==> config.mk <==
export PLATFORM = sky130hd
export DESIGN_NAME = kuf_ram
export DESIGN_NICKNAME = d
export VERILOG_FILES = /design/src/hw/rtl/kuf_ram.sv
export SDC_FILE = /design/constraint.sdc
export NUM_CORES = 1
export LEC_CHECK = 0
export ABC_AREA = 1
export CAP_MARGIN = 20
export CELL_PAD_IN_SITES_DETAIL_PLACEMENT = 0
export CELL_PAD_IN_SITES_GLOBAL_PLACEMENT = 1
export CORE_ASPECT_RATIO = 1.1
export CORE_UTILIZATION = 35
export CTS_BUF_LIST = sky130_fd_sc_hd__clkbuf_2
export CTS_CLUSTER_SIZE = 28
export DETAILED_ROUTE_END_ITERATION = 8
export DONT_BUFFER_PORTS = 1
export PLACE_DENSITY = 0.56
export SLEW_MARGIN = 15
export SYNTH_ARGS = -nofsm -noshare
export SYNTH_HDL_FRONTEND = slang
export SYNTH_SLANG_ARGS = --single-unit
==> constraint.sdc <==
create_clock -name clk -period 2.7 [get_ports clk]
set_input_delay 0.54 -clock clk [delete_from_list [all_inputs] [get_ports clk]]
set_output_delay 0.54 -clock clk [all_outputs]
set_load 0.01 [all_outputs]
==> src/hw/rtl/kuf_ram.sv <==
// ----------------------------------------------------------------------------
// kuf_ram
// Generic single-write, single-read RAM with registered read data.
// A read of the address written in the same cycle returns the old data.
// ----------------------------------------------------------------------------
`default_nettype none

module kuf_ram #(
    parameter int WIDTH = 8,
    parameter int DEPTH = 16
) (
    input  wire logic                     clk,
    input  wire logic                     we,
    input  wire logic [$clog2(DEPTH)-1:0] waddr,
    input  wire logic [WIDTH-1:0]         wdata,
    input  wire logic [$clog2(DEPTH)-1:0] raddr,
    output logic      [WIDTH-1:0]         rdata
);

    logic [WIDTH-1:0] mem [DEPTH];

    always_ff @(posedge clk)
    begin
        if (we)
        begin
            mem[waddr] <= wdata;
        end
        rdata <= mem[raddr];
    end

endmodule

`default_nettype wire

; Yosys cells after proc, flatten, opt, wreduce, memory -nomap -nowiden
; Memory sizes are Yosys's and may differ from the RTL's. A register that Yosys moved wholly into a read port is not among the register bits.
; Index checks and enable logic that the tools add are counted.
[op_classes]
muxes = 2
[ops]
columns = op, n
row1 = 1-bit 2-to-1 mux, 2
[word_totals]
output_inout_bits = 8
n_memories = 1
reg_bits = 0
inputBits = 18
ram_bits = 128
[mem_list]
columns = memory, depth, width, rd, rd_clocked_by_memory_dff, write_ports, line
row1 = mem, 16, 8, 1, 1, 1, 20  ; logic [WIDTH-1:0] mem [DEPTH];

; Longest topological paths before layout
; Gate-level depths: netlist (run 1).
[logic_depth]
ltp_word = 2
ltp_mapped = 8
depth_no_buf = 7

; Worst setup path after synthesis (run 1)
; OpenSTA, ideal clock, no wires.
[synth_timing]
kind = in2reg
from = input port waddr[2]
to = memory mem[10][0], enable pin
cell_stages = 2
setup_ns = 0.370
slack_ns = 1.209
arrival_time_ns = 1.121
path_buffers = 0
path_cell_list = nand3b_1 > nor2_1
[synth_lines]
columns = element, line
row1 = "start, declared", 14  ; input wire logic [$clog2(DEPTH)-1:0] waddr,
row2 = "end, declared", 20
; Straight into the memory's write port.

; Final worst setup path (run 1)
[layout_timing]
from = register rdata[4], read port of mem
to = output port rdata[4]
[layout_lines]
columns = element, line
row1 = "start, declared", 17  ; output logic [WIDTH-1:0] rdata
; No word-level cell between the ends.

==> results_dict.tcl, run 1 <==
set metrics [dict create \
    criticalPathCategory "register to primary output" \
    dr.pass1.iters 4 \
    grt_pass1_vias 3399 \
    slew_headroom_pct 41.1 \
    die_w_um 124 \
    grt_pass1_wl_um 21800 \
    grt_setup_unrepaired "false" \
    ir_drop_mv 0.228 \
    worstMarginPinSlew_ns 0.881 \
    gp_congestion 0.704 \
    wl_um 14200 \
    utilization_pct 39.2 \
    clock_sinks 136 \
    required_ns 2.16 \
    clock_latency_ns 0.71 \
    die_area_mm2 0.0170 \
    maxCapViolations 0 \
    overflow 0 \
    period_share_pct 62.2 \
    clock.fmax_mhz 596 \
    io-pin-count 26 \
    path_clk_slew_ns 0.21 \
    antenna_found_initial 2 \
    dpl.hpwl_um 8500 \
    fin_nets 579 \
    cts_buffers 17 \
    ant_nets 0 \
    fin_worst_hold_slack_ns 0.0916 \
    layout-drive-gt1-share_pct 5.57 \
    vias_per_cell 4.61 \
    syn_area_mm2 0.00577 \
    yosysSeqAreaShare_pct 69.4 \
    ctsResizeCount 0 \
    ys_warn_count 0 \
    ys_types 12 \
    cts_root_buf "clkbuf_2" \
    power.leakage_nw 2.63 \
    core_area_mm2 0.0159 \
    initial_utilization_pct 36.2 \
    crit_fanout 1 \
    fp.dieH_um 137 \
    cp.depth 0 \
    drt-initial-drc-count 272 \
    area.growth.synth_to_final_pct 8.14 \
    outcome "completed" \
    hold_path_class "input pin to register" \
    synth-seq-cells 136 \
    wl_per_cell_um 18.3 \
    start_kind "register" \
    syn_area_per_cell_um2 10.5 \
    clockBufferDepth 2 \
    arrival_ns 1.14 \
    maxSlewViolCount 0 \
    critPathCaptureType "primary output" \
    pwr_density_cell_mw_per_mm2 616 \
    period_minus_slack_ns 1.68 \
    setup_viol 0 \
    row_count 48 \
    track_usage_pct 17.9 \
    hold_viol_final 0 \
    synth_cells 551 \
    worstHoldPathCells 3 \
    finClkSkew_ns 0.0388 \
    grt_max_degree 66 \
    synth_nets 569 \
    setup_tns_ns 0 \
    h-tree-depth 4 \
    r2r_cells 7 \
    drc_errors 0 \
    cts_tree "built" \
    port_buffers 0 \
    num_vias 3571 \
]
## kinds of logic after synthesis
logic type / count (synthesis) / share of synthesized area, %
buf+inv: 126 / 9.52
simple gates: 289 / 21.0
flops: 136 / 69.4
## repair_timing
item,4_1_cts,5_1_grt
hold buffers,11,0
endpoints found under the hold margin,136,0
buffers inserted,0,0
## layer usage
metal | track usage, % | share of wire, % | routed length, µm | up-vias
met5 | 0 | 0.092 | 13 | -
met4 | 5.82 | 1.3 | 181 | 2
met3 | 4.57 | 4.2 | 590 | 16
met2 | 26.9 | 45 | 6450 | 72
met1 | 25.2 | 49 | 6950 | 1688
li1 | - | - | - | 1793
## final timing paths
kind                   start  endpoint  slack (ns)
setup reg to reg   mem[9][1]  rdata[1]        1.20
hold / removal      raddr[2]  rdata[2]        0.09
hold reg to reg   mem[14][4]  rdata[4]        0.71
setup / recovery    rdata[4]  rdata[4]        1.02
## cell usage in the layout (no fill, tap or decap)
cell / instances
nand3_1: 97
nor2_1: 17
buf_4: 3
inv_1: 100
clkinv_2: 3
dlygate4sd3_1: 11
nand2_1: 173
bufinv_16: 3
edfxtp_1: 128
nand3b_1: 2
diode_2: 1
clkinv_1: 6
clkinvlp_4: 1
inv_2: 2
dfxtp_1: 8
buf_12: 1
clkbuf_2: 19
## registers in the layout, indices dropped and copies added, names as in the netlist
register / flops
mem: 128
rdata: 8
## where the power goes
group	switching (mW)	internal, mW	total (mW)	leakage, nW
sequential	0.0235	2.36	2.38	1.22
combinational	0.166	0.0709	0.237	1.26
clock	0.720	0.500	1.22	0.143
total	0.910	2.93	3.84	2.63
## cells in the mapped netlist
| master | count | area (µm²) |
|---|---|---|
| nand2_1 | 173 | 649 |
| buf_6 | 6 | 67.6 |
| buf_1 | 1 | 3.75 |
| buf_2 | 13 | 65.1 |
| dfxtp_1 | 8 | 160 |
| buf_4 | 4 | 30.0 |
| nand3_1 | 97 | 485 |
| inv_2 | 2 | 7.51 |
| nand3b_1 | 2 | 15.0 |
| inv_1 | 100 | 375 |
| nor2_1 | 17 | 63.8 |
| edfxtp_1 | 128 | 3840 |
## metrics by stage
stage,power [mW],area [µm²],worst slack (ns),instances
final,3.84,6240,1.02,775
after global routing,3.99,6240,0.899,775
after CTS,3.89,6230,0.900,774
after detailed placement,2.62,5890,0.768,731
after global placement,2.62,5890,0.786,731
after floorplan,2.59,5770,1.21,551
## layout make-up
| cell class | count | area, µm² |
|---|---|---|
| diodes | 1 | 2.50 |
| clock buffers | 19 | 95.1 |
| clock inverters | 13 | 135 |
| fillers | 1595 | 9680 |
| inverters | 102 | 383 |
| multi-input cells | 289 | 1210 |
| flip-flops and latches | 136 | 4000 |
| well taps | 200 | 250 |
| repair buffers | 15 | 153 |
## worst register-to-register path, stage by stage, from the launching register on
cell and delay [ns]:
edfxtp_1 0.41, inv_1 0.06, nand2_1 0.04, nand3_1 0.09, nand3_1 0.10, nand3_1 0.10
dlygate4sd3_1 0.56, nand2_1 0.05
(Power assumes the default switching activity.)
==> run 2, diff against run 1 <==
==> constraint.sdc (replaced) <==
create_clock -name clk -period 1.6 [get_ports clk]
set_input_delay 0.32 -clock clk [delete_from_list [all_inputs] [get_ports clk]]
set_output_delay 0.32 -clock clk [all_outputs]
set_load 0.01 [all_outputs]
==> results_dict.tcl, run 2 (same netlist as run 1, synthesis figures left out) <==
set metrics [dict create \
    hold_viol_final 0 \
    worstHoldPathCells 5 \
    post-cts-setup-buffers 0 \
    finClkSkew_ns 0.0162 \
    ir_drop_mv 0.403 \
    period_minus_slack_ns 1.48 \
    area.growth.synth_to_final_pct 11.5 \
    fp.dieH_um 137 \
    largest_register_ff_count 128 \
    criticalPathCategory "register to register" \
    hold_path_class "input pin to register" \
    pwr_density_cell_mw_per_mm2 995 \
    maxSlewViolCount 0 \
    clock_latency_ns 0.70 \
    overflow 0 \
    top_register "mem" \
    ctsResizeCount 0 \
    port_buffers 0 \
    reg2reg_from "mem[1][4]" \
    setup_tns_ns 0 \
    slew_headroom_pct 43.8 \
    final_area_mm2 0.00643 \
    io-pin-count 26 \
    cts_tree "built" \
    start_kind "register" \
    arrival_ns 2.10 \
    fin_nets 601 \
    outcome "completed" \
    dr.pass1.iters 4 \
    r2r-end "rdata[4]" \
    wl_per_cell_um 18.4 \
    r2r_cells 7 \
    clockBufferDepth 2 \
    die_area_mm2 0.0170 \
    clock.fmax_mhz 674 \
    grt_pass1_wl_um 22500 \
    period_share_pct 92.8 \
    row_count 48 \
    critPathCaptureType "register" \
    num_vias 3711 \
    track_usage_pct 18.6 \
    drc_errors 0 \
    path_clk_slew_ns 0.19 \
    grt_setup_unrepaired "false" \
    required_ns 2.21 \
    mostFrequentLayoutCell "nand2_1" \
    antenna_found_initial 3 \
    core_area_mm2 0.0159 \
    gp_congestion 0.755 \
    reg.largest.list "mem: 128 flops, rdata: 8 flops" \
    grt_max_degree 53 \
    ctsHoldBuffers 17 \
    drt-initial-drc-count 318 \
    clock_sinks 136 \
    worstMarginPinSlew_ns 0.840 \
    setup_viol 0 \
    layout_common_cells "nand2_1 (173), edfxtp_1 (128), inv_1 (100)" \
    wl_um 14700 \
    ant_nets 0 \
    maxCapViolations 0 \
    layout-drive-gt1-share_pct 8.56 \
    dpl.hpwl_um 8580 \
    holdPathEnd "rdata[7]" \
    placed_area_mm2 0.00603 \
    vias_per_cell 4.64 \
    grt_pass1_vias 3596 \
    cts_buffers 17 \
    crit_fanout 1 \
    worstHoldStart "raddr[0]" \
    initial_utilization_pct 36.2 \
    h-tree-depth 4 \
    power.leakage_nw 2.74 \
    cts_root_buf "clkbuf_2" \
    die_w_um 124 \
    rrSetupSlack_ns 0.12 \
]
run 2: changes by cell type in the layout (fill, tap and decap cells not counted), moves of 2 or more:
| cell | before | now |
|---|---|---|
| buf_12 | 1 | 4 |
| buf_4 | 3 | 18 |
| diode_2 | 1 | 3 |
| dlygate4sd3_1 | 11 | 15 |
run 2: metrics by stage:
| stage | utilization [%] | instances | hold WS (ns) | power [mW] | setup slack, ns |
|---|---|---|---|---|---|
| floorplan | - | 551 | 0.419 | 4.37 | 0.329 |
| global placement | 37.9 | 747 | 0.420 | 4.43 | 0.213 |
| global route | 40.4 | 799 | 0.0187 | 6.65 | 0.0111 |
| finish | 40.4 | 799 | 0.0612 | 6.40 | 0.116 |
| detailed placement | 37.9 | 747 | 0.420 | 4.43 | 0.216 |
| CTS | 40.4 | 796 | 0.00122 | 6.46 | 0.0383 |
run 2: where the power goes:
part	switching [mW]	internal (mW)	total [mW]
clock	1.21	0.699	1.91
combinational	0.323	0.150	0.472
sequential	0.0427	3.98	4.02
run 2: layout make-up:
cell class | count | area [µm²]
clock inverters | 12 | 109
multi-input cells | 289 | 1210
clock buffers | 20 | 100
fillers | 1537 | 9480
flip-flops and latches | 136 | 4000
well taps | 200 | 250
inverters | 102 | 383
repair buffers | 37 | 365
diodes | 3 | 7.51
run 2: layer usage:
| metal | vias up | routed length [µm] | GRT usage [%] |
|---|---|---|---|
| met1 | 1771 | 6900 | 24.5 |
| met2 | 80 | 6770 | 29.3 |
| met3 | 21 | 729 | 5.00 |
| met5 | - | 0 | 0 |
| li1 | 1839 | - | - |
| met4 | 0 | 312 | 7.50 |
run 2: worst max-delay path by stage:
stage / from / to / slack [ns] / cells past startpoint
2_1_floorplan: waddr[2] / mem[10][0] / 0.33 / 2
3_3_place_gp: raddr[1] / rdata[0] / 0.21 / 6
3_5_place_dp: raddr[1] / rdata[0] / 0.22 / 6
4_1_cts: rdata[4] / rdata[4] / 0.04 / 0
5_1_grt: rdata[4] / rdata[4] / 0.01 / 0
6_report: mem[1][4] / rdata[4] / 0.12 / 7
run 2: worst max-delay path: stages (launching register included):
cell and delay [ns]:
edfxtp_1 0.40, inv_1 0.08, nand2_1 0.06, nand3_1 0.09, nand3_1 0.07, dlygate4sd3_1 0.57
nand3_1 0.07, nand2_1 0.06
